<file path="src/rtl/core/rc2_pkg.sv">
// rc2 cbc cipher package: pi permutation, block/word packing and mix helpers, shared codes
// no dependencies
package rc2_pkg;

    localparam int KEY_WORDS  = 64;
    localparam int KEY_BYTES  = 128;
    localparam int KEY_LEN    = 8;
    localparam int ROUNDS     = 16;
    localparam int KW_AW      = 6;
    localparam int KB_AW      = 7;

    localparam logic [7:0] BYTE_MASK = 8'hFF;

    typedef enum logic [0:0] {
        REG_KEY = 1'b0,
        REG_IV  = 1'b1
    } t_reg_addr;

    typedef enum logic [0:0] {
        FUNC_ENC = 1'b0,
        FUNC_DEC = 1'b1
    } t_func;

    function automatic logic [7:0] pi_lookup(input logic [7:0] idx);
        logic [7:0] tbl [0:255];
        tbl = '{
            8'hd9,8'h78,8'hf9,8'hc4,8'h19,8'hdd,8'hb5,8'hed,8'h28,8'he9,8'hfd,8'h79,8'h4a,8'ha0,8'hd8,8'h9d,
            8'hc6,8'h7e,8'h37,8'h83,8'h2b,8'h76,8'h53,8'h8e,8'h62,8'h4c,8'h64,8'h88,8'h44,8'h8b,8'hfb,8'ha2,
            8'h17,8'h9a,8'h59,8'hf5,8'h87,8'hb3,8'h4f,8'h13,8'h61,8'h45,8'h6d,8'h8d,8'h09,8'h81,8'h7d,8'h32,
            8'hbd,8'h8f,8'h40,8'heb,8'h86,8'hb7,8'h7b,8'h0b,8'hf0,8'h95,8'h21,8'h22,8'h5c,8'h6b,8'h4e,8'h82,
            8'h54,8'hd6,8'h65,8'h93,8'hce,8'h60,8'hb2,8'h1c,8'h73,8'h56,8'hc0,8'h14,8'ha7,8'h8c,8'hf1,8'hdc,
            8'h12,8'h75,8'hca,8'h1f,8'h3b,8'hbe,8'he4,8'hd1,8'h42,8'h3d,8'hd4,8'h30,8'ha3,8'h3c,8'hb6,8'h26,
            8'h6f,8'hbf,8'h0e,8'hda,8'h46,8'h69,8'h07,8'h57,8'h27,8'hf2,8'h1d,8'h9b,8'hbc,8'h94,8'h43,8'h03,
            8'hf8,8'h11,8'hc7,8'hf6,8'h90,8'hef,8'h3e,8'he7,8'h06,8'hc3,8'hd5,8'h2f,8'hc8,8'h66,8'h1e,8'hd7,
            8'h08,8'he8,8'hea,8'hde,8'h80,8'h52,8'hee,8'hf7,8'h84,8'haa,8'h72,8'hac,8'h35,8'h4d,8'h6a,8'h2a,
            8'h96,8'h1a,8'hd2,8'h71,8'h5a,8'h15,8'h49,8'h74,8'h4b,8'h9f,8'hd0,8'h5e,8'h04,8'h18,8'ha4,8'hec,
            8'hc2,8'he0,8'h41,8'h6e,8'h0f,8'h51,8'hcb,8'hcc,8'h24,8'h91,8'haf,8'h50,8'ha1,8'hf4,8'h70,8'h39,
            8'h99,8'h7c,8'h3a,8'h85,8'h23,8'hb8,8'hb4,8'h7a,8'hfc,8'h02,8'h36,8'h5b,8'h25,8'h55,8'h97,8'h31,
            8'h2d,8'h5d,8'hfa,8'h98,8'he3,8'h8a,8'h92,8'hae,8'h05,8'hdf,8'h29,8'h10,8'h67,8'h6c,8'hba,8'hc9,
            8'hd3,8'h00,8'he6,8'hcf,8'he1,8'h9e,8'ha8,8'h2c,8'h63,8'h16,8'h01,8'h3f,8'h58,8'he2,8'h89,8'ha9,
            8'h0d,8'h38,8'h34,8'h1b,8'hab,8'h33,8'hff,8'hb0,8'hbb,8'h48,8'h0c,8'h5f,8'hb9,8'hb1,8'hcd,8'h2e,
            8'hc5,8'hf3,8'hdb,8'h47,8'he5,8'ha5,8'h9c,8'h77,8'h0a,8'ha6,8'h20,8'h68,8'hfe,8'h7f,8'hc1,8'had
        };
        return tbl[idx];
    endfunction

    // little-endian word i from a block whose byte 0 sits in bits 63:56
    function automatic logic [15:0] blk_word(input logic [63:0] blk, input int i);
        return {blk[63-16*i-8 -: 8], blk[63-16*i -: 8]};
    endfunction

    function automatic logic [63:0] words_blk(input logic [15:0] w0, input logic [15:0] w1,
                                              input logic [15:0] w2, input logic [15:0] w3);
        return {w0[7:0], w0[15:8], w1[7:0], w1[15:8], w2[7:0], w2[15:8], w3[7:0], w3[15:8]};
    endfunction

    function automatic logic [15:0] mix_f(input logic [15:0] a, input logic [15:0] b,
                                          input logic [15:0] c);
        return (a & b) + (~a & c);
    endfunction

endpackage

</file>
<file path="src/rtl/core/rc2_cbc_block_cipher.sv">
// rc2 cbc block cipher top level: apb registers, cbc chaining, output register
// depends on rc2_pkg, rc2_keyexp, rc2_round
//
//  channel   direction  signals                              transfer when
//  input     in         i_func i_restart i_block_in          i_valid && o_ready
//  output    out        o_block_out                          o_valid && i_ready
//  config    in         psel penable pwrite paddr pwdata     psel && penable && pwrite
//
// a block runs 18 rounds of four word steps, each a key read, then a compute, one word
// at a time through the shared add/sub unit and its key-memory port
// the first block after a key write first runs the key schedule
// reset is synchronous active low; key memories are unset until expanded
// o_ready is low from acceptance until the result leaves the output register
module rc2_cbc_block_cipher
    import rc2_pkg::*;
(
    input  logic        i_clk,
    input  logic        i_rst_n,
    input  logic        psel,
    input  logic        penable,
    input  logic        pwrite,
    input  logic [3:0]  paddr,
    input  logic [63:0] pwdata,
    output logic [63:0] prdata,
    output logic        pready,
    input  logic        i_valid,
    output logic        o_ready,
    input  logic        i_func,
    input  logic        i_restart,
    input  logic [63:0] i_block_in,
    output logic        o_valid,
    input  logic        i_ready,
    output logic [63:0] o_block_out
);

    typedef enum logic [3:0] {
        TS_IDLE = 4'b0001,
        TS_KEY  = 4'b0010,
        TS_RUN  = 4'b0100,
        TS_OUT  = 4'b1000
    } t_top_state;

    t_top_state r_state;
    logic [63:0] r_key, r_iv, r_chain, r_blk, r_out;
    logic        r_key_ready, r_dec, r_kstart, r_rstart;
    logic        w_wr, w_in_xfer;
    logic        w_kbusy, w_kdone, w_kw_we, w_rdone;
    logic [KW_AW-1:0] w_kw_addr;
    logic [15:0] w_kw_data;
    logic [63:0] w_rblk, w_chain_use;

    assign pready = 1'b1;
    assign w_wr = psel && penable && pwrite;
    assign prdata = (paddr[3] == REG_IV) ? r_iv : r_key;
    assign o_ready = (r_state == TS_IDLE);
    assign o_valid = (r_state == TS_OUT);
    assign o_block_out = r_out;
    assign w_in_xfer = i_valid && o_ready;
    // restart takes the vector before this block
    assign w_chain_use = i_restart ? r_iv : r_chain;

    rc2_keyexp u_keyexp (
        .i_clk(i_clk), .i_rst_n(i_rst_n), .i_start(r_kstart), .i_key(r_key),
        .o_busy(w_kbusy), .o_done(w_kdone), .o_kw_we(w_kw_we),
        .o_kw_addr(w_kw_addr), .o_kw_data(w_kw_data)
    );

    rc2_round u_round (
        .i_clk(i_clk), .i_rst_n(i_rst_n), .i_kw_we(w_kw_we), .i_kw_addr(w_kw_addr),
        .i_kw_data(w_kw_data), .i_start(r_rstart), .i_dec(r_dec),
        .i_blk(r_dec ? r_blk : (r_blk ^ r_chain)), .o_done(w_rdone), .o_blk(w_rblk)
    );

    always_ff @(posedge i_clk) begin
        if (w_in_xfer) begin
            r_blk <= i_block_in;
            r_dec <= i_func;
        end
        if (w_rdone) begin
            // decrypt xors with the chain, then the chain becomes the ciphertext
            r_out <= r_dec ? (w_rblk ^ r_chain) : w_rblk;
        end
    end

    always_ff @(posedge i_clk) begin
        if (!i_rst_n) begin
            r_state <= TS_IDLE;
            r_key <= '0;
            r_iv <= '0;
            r_chain <= '0;
            r_key_ready <= 1'b0;
            r_kstart <= 1'b0;
            r_rstart <= 1'b0;
        end else begin
            r_kstart <= 1'b0;
            r_rstart <= 1'b0;
            if (w_wr && paddr[3] == REG_IV && paddr[2:0] == 3'd0) r_iv <= pwdata;
            if (w_wr && paddr[3] == REG_KEY && paddr[2:0] == 3'd0) begin
                r_key <= pwdata;
                r_key_ready <= 1'b0;
            end
            case (r_state)
                TS_IDLE: if (w_in_xfer) begin
                    r_chain <= w_chain_use;
                    if (r_key_ready) begin
                        r_state <= TS_RUN;
                        r_rstart <= 1'b1;
                    end else begin
                        r_state <= TS_KEY;
                        r_kstart <= 1'b1;
                    end
                end
                TS_KEY: if (w_kdone) begin
                    r_key_ready <= 1'b1;
                    r_state <= TS_RUN;
                    r_rstart <= 1'b1;
                end
                TS_RUN: if (w_rdone) begin
                    r_chain <= r_dec ? r_blk : w_rblk;
                    r_state <= TS_OUT;
                end
                TS_OUT: if (i_ready) r_state <= TS_IDLE;
                default: r_state <= TS_IDLE;
            endcase
        end
    end

`ifndef NO_ASSERTIONS
    a_key_idle: assert property (@(posedge i_clk) disable iff (!i_rst_n)
        (r_state == TS_RUN) |-> !w_kbusy) else $error("key schedule busy while running");
    a_done_run: assert property (@(posedge i_clk) disable iff (!i_rst_n)
        w_rdone |-> (r_state == TS_RUN)) else $error("round done outside run");
    a_out_hold: assert property (@(posedge i_clk) disable iff (!i_rst_n)
        (o_valid && !i_ready) |=> $stable(o_block_out)) else $error("result changed");
`endif

endmodule

</file>
<file path="src/rtl/core/rc2_keyexp.sv">
// rc2 key expansion sequencer: copies the key bytes, then one pi lookup per cycle into a byte memory,
// then packs byte pairs into the round-key memory; uses rc2_pkg
module rc2_keyexp
    import rc2_pkg::*;
(
    input  logic              i_clk,
    input  logic              i_rst_n,
    input  logic              i_start,
    input  logic [63:0]       i_key,
    output logic              o_busy,
    output logic              o_done,
    output logic              o_kw_we,
    output logic [KW_AW-1:0]  o_kw_addr,
    output logic [15:0]       o_kw_data
);

    typedef enum logic [4:0] {
        KS_IDLE = 5'b00001,
        KS_FWD  = 5'b00010,
        KS_MID  = 5'b00100,
        KS_BWD  = 5'b01000,
        KS_PACK = 5'b10000
    } t_ks_state;

    t_ks_state r_state, n_state;
    logic [7:0] r_cnt, n_cnt;
    logic [7:0] r_prev, n_prev;     // byte produced in the previous cycle
    logic [7:0] r_mem [0:KEY_BYTES-1];
    logic [7:0] r_lo;
    logic [7:0] w_wr_val;
    logic       w_we;
    logic [KB_AW-1:0] w_wr_addr;
    logic [KB_AW-1:0] w_rd_addr;
    logic [7:0] r_rd;

    // forward: b[i] = pi(b[i-1] + b[i-8]); mid: pi(b[120]); back: pi(b[i+1] ^ b[i+8])
    // memory read is registered, so the address is issued in the previous cycle and read back via r_rd
    always_comb begin
        n_state = r_state;
        n_cnt = r_cnt;
        n_prev = r_prev;
        w_we = 1'b0;
        w_wr_addr = r_cnt[KB_AW-1:0];
        w_wr_val = 8'h00;
        w_rd_addr = '0;
        o_kw_we = 1'b0;
        o_kw_addr = r_cnt[KW_AW:1];
        case (r_state)
            KS_IDLE: begin
                if (i_start) begin
                    n_state = KS_FWD;
                    n_cnt = 8'd0;
                end
            end
            KS_FWD: begin
                w_we = 1'b1;
                if (r_cnt < 8'(KEY_LEN)) begin
                    w_wr_val = i_key[63-8*r_cnt[2:0] -: 8];
                end else begin
                    w_wr_val = pi_lookup(r_prev + r_rd);
                end
                n_prev = w_wr_val;
                w_rd_addr = 7'(r_cnt + 8'd1 - 8'(KEY_LEN));
                if (r_cnt == 8'(KEY_BYTES - 1)) begin
                    n_state = KS_MID;
                    n_cnt = 8'(KEY_BYTES - KEY_LEN);
                    w_rd_addr = 7'(KEY_BYTES - KEY_LEN);
                end else begin
                    n_cnt = r_cnt + 8'd1;
                end
            end
            KS_MID: begin
                w_we = 1'b1;
                w_wr_val = pi_lookup(r_rd);
                n_prev = w_wr_val;
                n_cnt = 8'(KEY_BYTES - KEY_LEN - 1);
                w_rd_addr = 7'(KEY_BYTES - 1);
                n_state = KS_BWD;
            end
            KS_BWD: begin
                w_we = 1'b1;
                w_wr_val = pi_lookup(r_prev ^ r_rd);
                n_prev = w_wr_val;
                w_rd_addr = 7'(r_cnt + 8'(KEY_LEN) - 8'd1);
                if (r_cnt == 8'd0) begin
                    n_state = KS_PACK;
                    w_rd_addr = '0;
                end else begin
                    n_cnt = r_cnt - 8'd1;
                end
            end
            KS_PACK: begin
                // cnt is the read address; a pair is written on even cnt from 2
                w_rd_addr = r_cnt[KB_AW-1:0];
                o_kw_addr = 6'((r_cnt - 8'd2) >> 1);
                if (!r_cnt[0] && (r_cnt != 8'd0)) begin
                    o_kw_we = 1'b1;
                end
                n_cnt = r_cnt + 8'd1;
                if (r_cnt == 8'(KEY_BYTES)) begin
                    n_state = KS_IDLE;
                end
            end
            default: n_state = KS_IDLE;
        endcase
        o_kw_data = {r_rd, r_lo};
    end

    always_ff @(posedge i_clk) begin
        if (w_we) begin
            r_mem[w_wr_addr] <= w_wr_val;
        end
        r_rd <= r_mem[w_rd_addr];
        r_lo <= r_rd;
    end

    always_ff @(posedge i_clk) begin
        if (!i_rst_n) begin
            r_state <= KS_IDLE;
            r_cnt <= '0;
            r_prev <= '0;
        end else begin
            r_state <= n_state;
            r_cnt <= n_cnt;
            r_prev <= n_prev;
        end
    end

    // in pack, byte a sits in r_rd at cnt = a+1 and in r_lo at cnt = a+2
    assign o_busy = (r_state != KS_IDLE);
    assign o_done = (r_state == KS_PACK) && (r_cnt == 8'(KEY_BYTES));

endmodule

</file>
<file path="src/rtl/core/rc2_round.sv">
// rc2 round datapath: one shared 16-bit add/sub unit, one word at a time,
// round-key memory with registered reads; uses rc2_pkg
module rc2_round
    import rc2_pkg::*;
(
    input  logic              i_clk,
    input  logic              i_rst_n,
    input  logic              i_kw_we,
    input  logic [KW_AW-1:0]  i_kw_addr,
    input  logic [15:0]       i_kw_data,
    input  logic              i_start,
    input  logic              i_dec,
    input  logic [63:0]       i_blk,
    output logic              o_done,
    output logic [63:0]       o_blk
);

    typedef enum logic [3:0] {
        RS_IDLE = 4'b0001,
        RS_ADDR = 4'b0010,
        RS_CALC = 4'b0100,
        RS_DONE = 4'b1000
    } t_rs_state;

    t_rs_state r_state, n_state;
    logic [15:0] r_w [0:3];
    logic [15:0] r_kmem [0:KEY_WORDS-1];
    logic [15:0] r_kd;
    logic [4:0]  r_round, n_round;  // 0..18, mash at 5 and 12
    logic [1:0]  r_wi, n_wi;
    logic [KW_AW-1:0] r_j, n_j;
    logic        r_dec;
    logic [KW_AW-1:0] w_kaddr;
    logic        w_mash;
    logic [1:0]  w_wsel;
    logic [15:0] w_x, w_rot, w_sum, w_res;
    logic [15:0] w_a, w_b, w_c;

    assign w_mash = (r_round == 5'd5) || (r_round == 5'd12);
    assign w_wsel = r_dec ? ~r_wi : r_wi;
    assign w_a = r_w[w_wsel + 2'd3];
    assign w_b = r_w[w_wsel + 2'd2];
    assign w_c = r_w[w_wsel + 2'd1];
    assign w_x = r_w[w_wsel];
    assign w_kaddr = w_mash ? w_a[KW_AW-1:0] : r_j;

    always_comb begin
        case (w_wsel)
            2'd0: w_rot = {w_x[0], w_x[15:1]};
            2'd1: w_rot = {w_x[1:0], w_x[15:2]};
            2'd2: w_rot = {w_x[2:0], w_x[15:3]};
            default: w_rot = {w_x[4:0], w_x[15:5]};
        endcase
        if (w_mash) begin
            w_sum = r_dec ? (w_x - r_kd) : (w_x + r_kd);
            w_res = w_sum;
        end else if (r_dec) begin
            w_sum = w_rot - r_kd - mix_f(w_a, w_b, w_c);
            w_res = w_sum;
        end else begin
            w_sum = w_x + r_kd + mix_f(w_a, w_b, w_c);
            case (w_wsel)
                2'd0: w_res = {w_sum[14:0], w_sum[15]};
                2'd1: w_res = {w_sum[13:0], w_sum[15:14]};
                2'd2: w_res = {w_sum[12:0], w_sum[15:13]};
                default: w_res = {w_sum[10:0], w_sum[15:11]};
            endcase
        end
    end

    always_comb begin
        n_state = r_state;
        n_round = r_round;
        n_wi = r_wi;
        n_j = r_j;
        case (r_state)
            RS_IDLE: if (i_start) begin
                n_state = RS_ADDR;
                n_round = '0;
                n_wi = '0;
                n_j = i_dec ? 6'(KEY_WORDS - 1) : '0;
            end
            RS_ADDR: n_state = RS_CALC;
            RS_CALC: begin
                n_wi = r_wi + 2'd1;
                n_state = RS_ADDR;
                if (!w_mash) begin
                    n_j = r_dec ? r_j - 6'd1 : r_j + 6'd1;
                end
                if (r_wi == 2'd3) begin
                    n_round = r_round + 5'd1;
                    if (r_round == 5'(ROUNDS + 1)) begin
                        n_state = RS_DONE;
                    end
                end
            end
            RS_DONE: n_state = RS_IDLE;
            default: n_state = RS_IDLE;
        endcase
    end

    always_ff @(posedge i_clk) begin
        if (i_kw_we) begin
            r_kmem[i_kw_addr] <= i_kw_data;
        end
        r_kd <= r_kmem[w_kaddr];
        if (r_state == RS_IDLE && i_start) begin
            r_dec <= i_dec;
            for (int i = 0; i < 4; i++) begin
                r_w[i] <= blk_word(i_blk, i);
            end
        end else if (r_state == RS_CALC) begin
            r_w[w_wsel] <= w_res;
        end
    end

    always_ff @(posedge i_clk) begin
        if (!i_rst_n) begin
            r_state <= RS_IDLE;
            r_round <= '0;
            r_wi <= '0;
            r_j <= '0;
        end else begin
            r_state <= n_state;
            r_round <= n_round;
            r_wi <= n_wi;
            r_j <= n_j;
        end
    end

    assign o_done = (r_state == RS_DONE);
    assign o_blk = words_blk(r_w[0], r_w[1], r_w[2], r_w[3]);

endmodule
</file>
<file path="config.mk">
export PLATFORM = sky130hd
export DESIGN_NAME = rc2_cbc_block_cipher
export DESIGN_NICKNAME = d
export VERILOG_FILES = /design/src/rtl/core/rc2_pkg.sv /design/src/rtl/core/rc2_cbc_block_cipher.sv /design/src/rtl/core/rc2_keyexp.sv /design/src/rtl/core/rc2_round.sv
export SDC_FILE = /design/constraint.sdc
export NUM_CORES = 2
export LEC_CHECK = 0
export ABC_AREA = 0
export BUFFER_PORTS_ARGS = -buffer_cell sky130_fd_sc_hd__buf_2
export CORE_AREA = 5 5 567 569
export CTS_CLUSTER_SIZE = 8
export DETAILED_ROUTE_END_ITERATION = 6
export DIE_AREA = 0 0 572 574
export SLEW_MARGIN = 20
export SYNTH_ARGS = -nofsm -noshare
export SYNTH_HDL_FRONTEND = slang
export SYNTH_SLANG_ARGS = --single-unit
export TNS_END_PERCENT = 20
</file>
<file path="constraint.sdc">
create_clock -name i_clk -period 14 [get_ports i_clk]
set_input_delay 2.8 -clock i_clk [delete_from_list [all_inputs] [get_ports i_clk]]
set_output_delay 2.8 -clock i_clk [all_outputs]
set_load 0.03 [all_outputs]
</file>
Word level (Yosys, flattened, before mapping). Memory sizes are Yosys's and may differ from the RTL's. A register that Yosys moved wholly into a read port is not among the register bits. Index checks and enable logic that the tools add are counted.

Bits in registers: 375. Bits in latches: 0. RAM bits: 2112. Memory bits (read-only): 6144. Word-level logic and storage cells: 206. Memories kept: 6.

Memories: (name not given) (words 256, bits a word 8, rd ports 1, clocked after Yosys merged registers in 0, write ports 0, RTL line rc2_pkg.sv:44) `return tbl[idx];`; (name not given) (words 256, bits a word 8, rd ports 1, clocked after Yosys merged registers in 0, write ports 0, RTL line rc2_pkg.sv:44); (name not given) (words 256, bits a word 8, rd ports 1, clocked after Yosys merged registers in 0, write ports 0, RTL line rc2_pkg.sv:44); u_keyexp.r_mem (words 128, bits a word 8, rd ports 1, clocked after Yosys merged registers in 1, write ports 1, RTL line rc2_keyexp.sv:28) `logic [7:0] r_mem [0:KEY_BYTES-1];`; u_round.r_kmem (words 64, bits a word 16, rd ports 1, clocked after Yosys merged registers in 1, write ports 1, RTL line rc2_round.sv:27) `logic [15:0] r_kmem [0:KEY_WORDS-1];`; u_round.r_w (words 4, bits a word 16, rd ports 8, clocked after Yosys merged registers in 0, write ports 4, RTL line rc2_round.sv:26) `logic [15:0] r_w [0:3];`.

Add/subtract/negate cells: 21. Multiply operators: 0. Div/mod/pow operators: 0. $lt $le $gt $ge: 4. Equal/unequal tests: 34. Shift operators: 1. Mux-type cells: 80. Bitwise operators: 11. Reduce and logical (&&, ||, !) cells: 30.

Operator list (number): $mux W64 (7); $pmux W64 S2 (1); $xor A64 B64 Y64 (2); $pmux W16 S3 (2); $mux W8 (10); $shiftx A71 B33 Y8 (1); $mux W16 (4); $add A16 B16 Y16 (3); $pmux W8 S3 (2); $sub A16 B16 Y16 (3); $pmux W8 S5 (1); $mux W6 (6); $and A16 B16 Y16 (2); $mux W5 (6); $mux W4 (7); $pmux W7 S4 (1); $ge A9 B9 Y1 const B (3); $not A8 Y9 (3); $pmux W5 S5 (1); $mux W1 (20); $ne A2 B1 Y1 const B (9); $not A16 Y16 (1); $pmux W4 S4 (1); $reduce_or A16 Y1 (1); other kinds (53) (84).

Logic depth before layout (Yosys ltp). An unclocked memory read counts as a cell.

Depth in word-level cells: 12. Depth in mapped cells: 30. Mapped depth without buffers: 25.

By module. Synthesis repeated with hierarchy kept, for this count alone.

Cells, all modules: 10645. Area total of the unflattened synthesis: 120986.0 µm².

Modules (own cells, without submodules): rc2_keyexp (instances 1, cells an instance 5064, area an instance 53986.8 µm², sequential area each 31490.2 µm²); rc2_round (instances 1, cells an instance 4077, area an instance 51613.3 µm², sequential area each 33362.0 µm²); rc2_cbc_block_cipher (instances 1, cells an instance 1504, area an instance 15386.0 µm², sequential area each 7857.5 µm²).

Least setup slack after synthesis. OpenSTA, ideal clock, no wires.

Path type: register to register. Start point: reg u_keyexp.r_rd[1] (read register of u_keyexp.r_mem). End point: mem u_keyexp.r_mem[0][5], data pin. Data arrival time: 9.588 ns. Required time: 12.793 ns. Slack: 3.205 ns. Cell stages (with the launch flop): 15. Buffers on the path: 3. Clock period less this slack: 10.795 ns. Cell sequence: dfxtp_1 -> ha_1 -> ha_1 -> a221oi_1 -> xnor2_1 -> clkbuf_1 -> clkbuf_1 -> clkbuf_1 -> a21oi_1 -> nor2_1 -> o21ai_0 -> mux4_2 -> mux2i_1 -> o21ai_0 -> o21ai_0.

Longest elaborated chain between the ends: 7. Elaborated cells on any way between the ends: 16. Classes of those cells: add/sub (1); mux (8); bitwise (4); memory (3).

RTL lines: from (decl) (RTL line rc2_keyexp.sv:34) `logic [7:0] r_rd;`; $add A8 B8 Y8 (RTL line rc2_keyexp.sv:60) `w_wr_val = pi_lookup(r_prev + r_rd);`; $not A8 Y9 (not written as such) (RTL line rc2_pkg.sv:44); $mem_v2 Z256 W8; $mux W8 (not written as such) (2 in a row) (RTL line rc2_pkg.sv:44); $mux W8 (RTL line rc2_keyexp.sv:57) `if (r_cnt < 8'(KEY_LEN)) begin`; $pmux W8 S3 (*) (RTL line rc2_keyexp.sv:48) `case (r_state)`; net u_keyexp.w_wr_val[5] (RTL line rc2_keyexp.sv:30) `logic [7:0] w_wr_val;`; to (decl) (RTL line rc2_keyexp.sv:28).

Mark *: on every way through the listed nets, which the timed path passes. The rest lies on a longest branch. The select of a mux whose other input is x is not followed.

Worst setup path after layout.
Start point: reg u_keyexp.r_rd[2] (read register of u_keyexp.r_mem). End point: mem u_keyexp.r_mem[52][2], data pin.

Same word-level chain as after synthesis.

==> flow_summary.ini <==
[sta]
fin_crit_ns = 7.48
fmax_mhz = 134
post-route-period-util_pct = 53.5
skew_ns = 0.0704
finalSetupViolations = 0
fin_setup_tns_ns = 0
worst_slew_pin_slew_ns = 1.22
max-slew-margin-rel_pct = 18.3
slew_violations = 0
rsz0062_at_grt = false
hold_viol_final = 0

[floorplan]
die_w_um = 572
die-area_mm2 = 0.328
die_height_um = 574
start_util_pct = 37.8
pin_count = 272
core_mm2 = 0.316
rows = 207

[placement]
globalplace.congestion = 0.969
hpwl_um = 257000
portBuffers = 270

[global_route]
grt_pass1_vias = 83800
antenna_found_initial = 25
grt_usage_pct = 23.5
grt_max_degree = 169
grt_first_pass_wirelength_um = 584000
grt_overflow_total = 0

[final_layout]
n_fill_cell = 29100
layout.cells.most_common = nand2_1
final_util_pct = 42.8
final_cell_mix = 2399 x nand2_1, 2242 x edfxtp_1, 519 x nand3_1
syn2layout_area_growth_pct = 13.3
drive_gt1_share_pct = 11.1
final_nets = 11000

[clock_network]
cts-root-buf = clkbuf_16
cts-root-to-sink-buffers = 4
cts_max_level = 5
clock-sinks = 2511
cts_tree = done
cts_made_buffers = 355
ctsHoldBuffers = 0
clk_latency_ns = 0.92
clkSlewWorstSetupHoldPaths_ns = 0.05
postCtsSetupBuffers = 0
post_cts_resize_count = 0

[setup_path]
crit_path_start_kind = flip-flop
slowest_delay_ns = 0.92
setup.worst_path.start = u_keyexp.r_rd[2]
worst_setup_path_end_kind = flip-flop
cp_cell_sequence = ha_4 -> buf_4 -> ha_1 -> a221oi_1 -> xnor2_2 -> buf_4 -> nand2_1 -> nand2b_1 -> o221ai_1 -> mux4_2 -> mux2i_1 -> nand2_1 -> o21ai_0 -> o21ai_0 -> o21ai_4 -> buf_4
r2r-start = u_keyexp.r_rd[2]
r2r_cells = 16
path_class = reg2reg
worstPathRequired_ns = 14.55
arrival_ns = 8.03
cp-endpoint = u_keyexp.r_mem[52][2]
cp_slowest_cell = buf_4
r2r-end = u_keyexp.r_mem[52][2]
path_common_cell = buf_4
reg2reg_slack_ns = 6.52
worst-path-max-fanout = 101

[power_and_ir_drop]
pwr-share-seq_pct = 46.7
p_sw_share_pct = 24.5
clockPowerShare_pct = 44.0
p_leak_uw = 0.0462
p_sw_uw = 4370
power_density_mw_per_mm2 = 132
internal_power_uw = 13500
pwr-share-comb_pct = 9.3
peakVddDrop_mv = 0.103

[logic_synthesis]
synth_edf_count = 2242
synthMuxAreaShare_pct = 3.60
yosys-top-cells-area = edfxtp_1 56%, nand2_1 7.5%, dfxtp_1 4.5%
synth.avg_cell_area_um2 = 11.2
ys.flop_type = edfxtp_1
netlist_area_mm2 = 0.119
syn-instance-count = 10700
synth_top_area_cell = edfxtp_1
syn_nets = 11000
synth_cell_types = 95
synth_fa_ha_area_share_pct = 1.72
synth_top_family_by_area = simple AND/OR/NAND/NOR gates
ys_seq_area_share_pct = 60.9
synth_compound_area_share_pct = 14.1
synth_xor_area_share_pct = 1.77
synth-warning-count = 0
synthArstFlopShare_pct = 0
synthSimpleGateAreaFrac_pct = 14.8
synth_top_area_share_pct = 56.4
ys_ff_latch = 2511

[routing]
detail-route-antenna-nets = 0
vias = 88800
routed_wl_um = 403000
wire_per_inst_um = 26.8
drtPass1Iterations = 7
drcViolationCount = 1
drt_iter0_markers = 10300
viasPerCell = 5.91

[job]
cap_violations = 0

[run_status]
failed_checks = DRC
status = finished, violations left

[min_path]
hp-class = reg2reg
==> layer usage <==
layer	vias up	global-route usage (%)	wire length, µm
li1	39500	-	-
met1	44300	31.9	166000
met2	4249	36.9	184000
met3	753	4.39	34400
met4	14	9.85	19100
met5	-	0	85
==> area by class of cell <==
type	count	area, µm²	share of cell area, %
diodes	19	47.5	0.0351
clock buffers	479	9550	7.06
clock inverters	26	399	0.295
inverters	148	556	0.411
multi-input cells	7164	43500	32.2
flip-flops and latches	2511	72800	53.8
well taps	4180	5230	3.86
repair buffers	502	3260	2.41
==> power groups by stage <==
stage | clock (µW) | sequential [µW] | combinational (µW)
after global routing | 8310 | 8330 | 1740
after global placement | 0 | 8480 | 1610
final | 7850 | 8340 | 1650
after detailed placement | 0 | 8470 | 1600
after floorplan | 0 | 8460 | 979
after CTS | 7980 | 8340 | 1610
==> through the flow <==
stage / area [µm²] / hold slack (ns) / cells / total power, µW / setup WS [ns]
after floorplan: 119000 / 0.424 / 10700 / 9440 / 3.20
after global placement: 125000 / 0.461 / 14500 / 10100 / 6.38
after detailed placement: 125000 / 0.465 / 14500 / 10100 / 6.39
after CTS: 135000 / 0.473 / 15000 / 17900 / 6.32
after global routing: 135000 / 0.496 / 15000 / 18400 / 6.15
final: 135000 / 0.471 / 15000 / 17800 / 6.52
==> cell families after synthesis <==
kind of cell    Yosys count
simple gates           4098
flops                  2511
compound gates         2410
buf+inv                 986
mux                     262
xor+xnor                236
fa+ha+maj               156
other cells               2
==> critical path, delay by kind of cell, from the launching register on <==
| kind | cells | cell delay [ns] |
|---|---|---|
| AO/OA/AOI/OAI | 5 | 1.98 |
| buffers and inverters | 3 | 1.92 |
| AND/OR/NAND/NOR | 3 | 0.81 |
| adder cells (fa/ha/maj) | 2 | 0.80 |
| flip-flops | 1 | 0.72 |
| multiplexers | 2 | 0.63 |
| XOR/XNOR | 1 | 0.17 |
==> sequential cells by signal (all words and copies together), names as in the netlist, 4 cells and up <==
register / flops
r_blk: 64
u_keyexp.r_state: 5
u_round.r_kd: 16
u_round.r_j: 6
u_keyexp.r_rd: 8
u_round.r_kmem: 1024
u_round.r_w: 64
u_round.r_state: 4
r_chain: 64
r_state: 4
u_keyexp.r_prev: 8
u_keyexp.r_lo: 8
r_key: 64
u_keyexp.r_mem: 1024
u_keyexp.r_cnt: 8
r_iv: 64
o_block_out: 64
u_round.r_round: 5
==> worst min path at each step <==
stage                    endpoint  slack (ns)  cells after the start        start
floorplan           u_round.r_dec        0.42                      0        r_dec
global placement      r_chain[15]        0.46                      2  r_chain[15]
detailed placement    r_chain[14]        0.47                      2  r_chain[14]
CTS                   r_chain[14]        0.47                      2  r_chain[14]
global route          r_chain[14]        0.50                      2  r_chain[14]
finish                r_chain[14]        0.47                      2  r_chain[14]
==> cell usage after synthesis (24+ instances only) <==
cell	instances
clkbuf_1	722
a311oi_1	339
nand2b_1	78
inv_1	136
a21o_1	32
nor3_1	101
nand3_1	519
and3_1	107
mux2i_1	59
o31ai_1	27
mux4_2	122
ha_1	139
a211oi_1	450
edfxtp_1	2242
a21oi_1	408
xnor2_1	196
xor2_1	36
and2_1	257
o221ai_1	25
o311ai_0	45
a31oi_1	225
nand2_1	2402
and2_0	24
buf_1	102
o21ai_0	272
dfxtp_1	269
a21boi_0	211
nor2b_1	46
mux2_2	75
nor2_1	478
o211ai_1	161
Power figures use the tool's default switching activity.
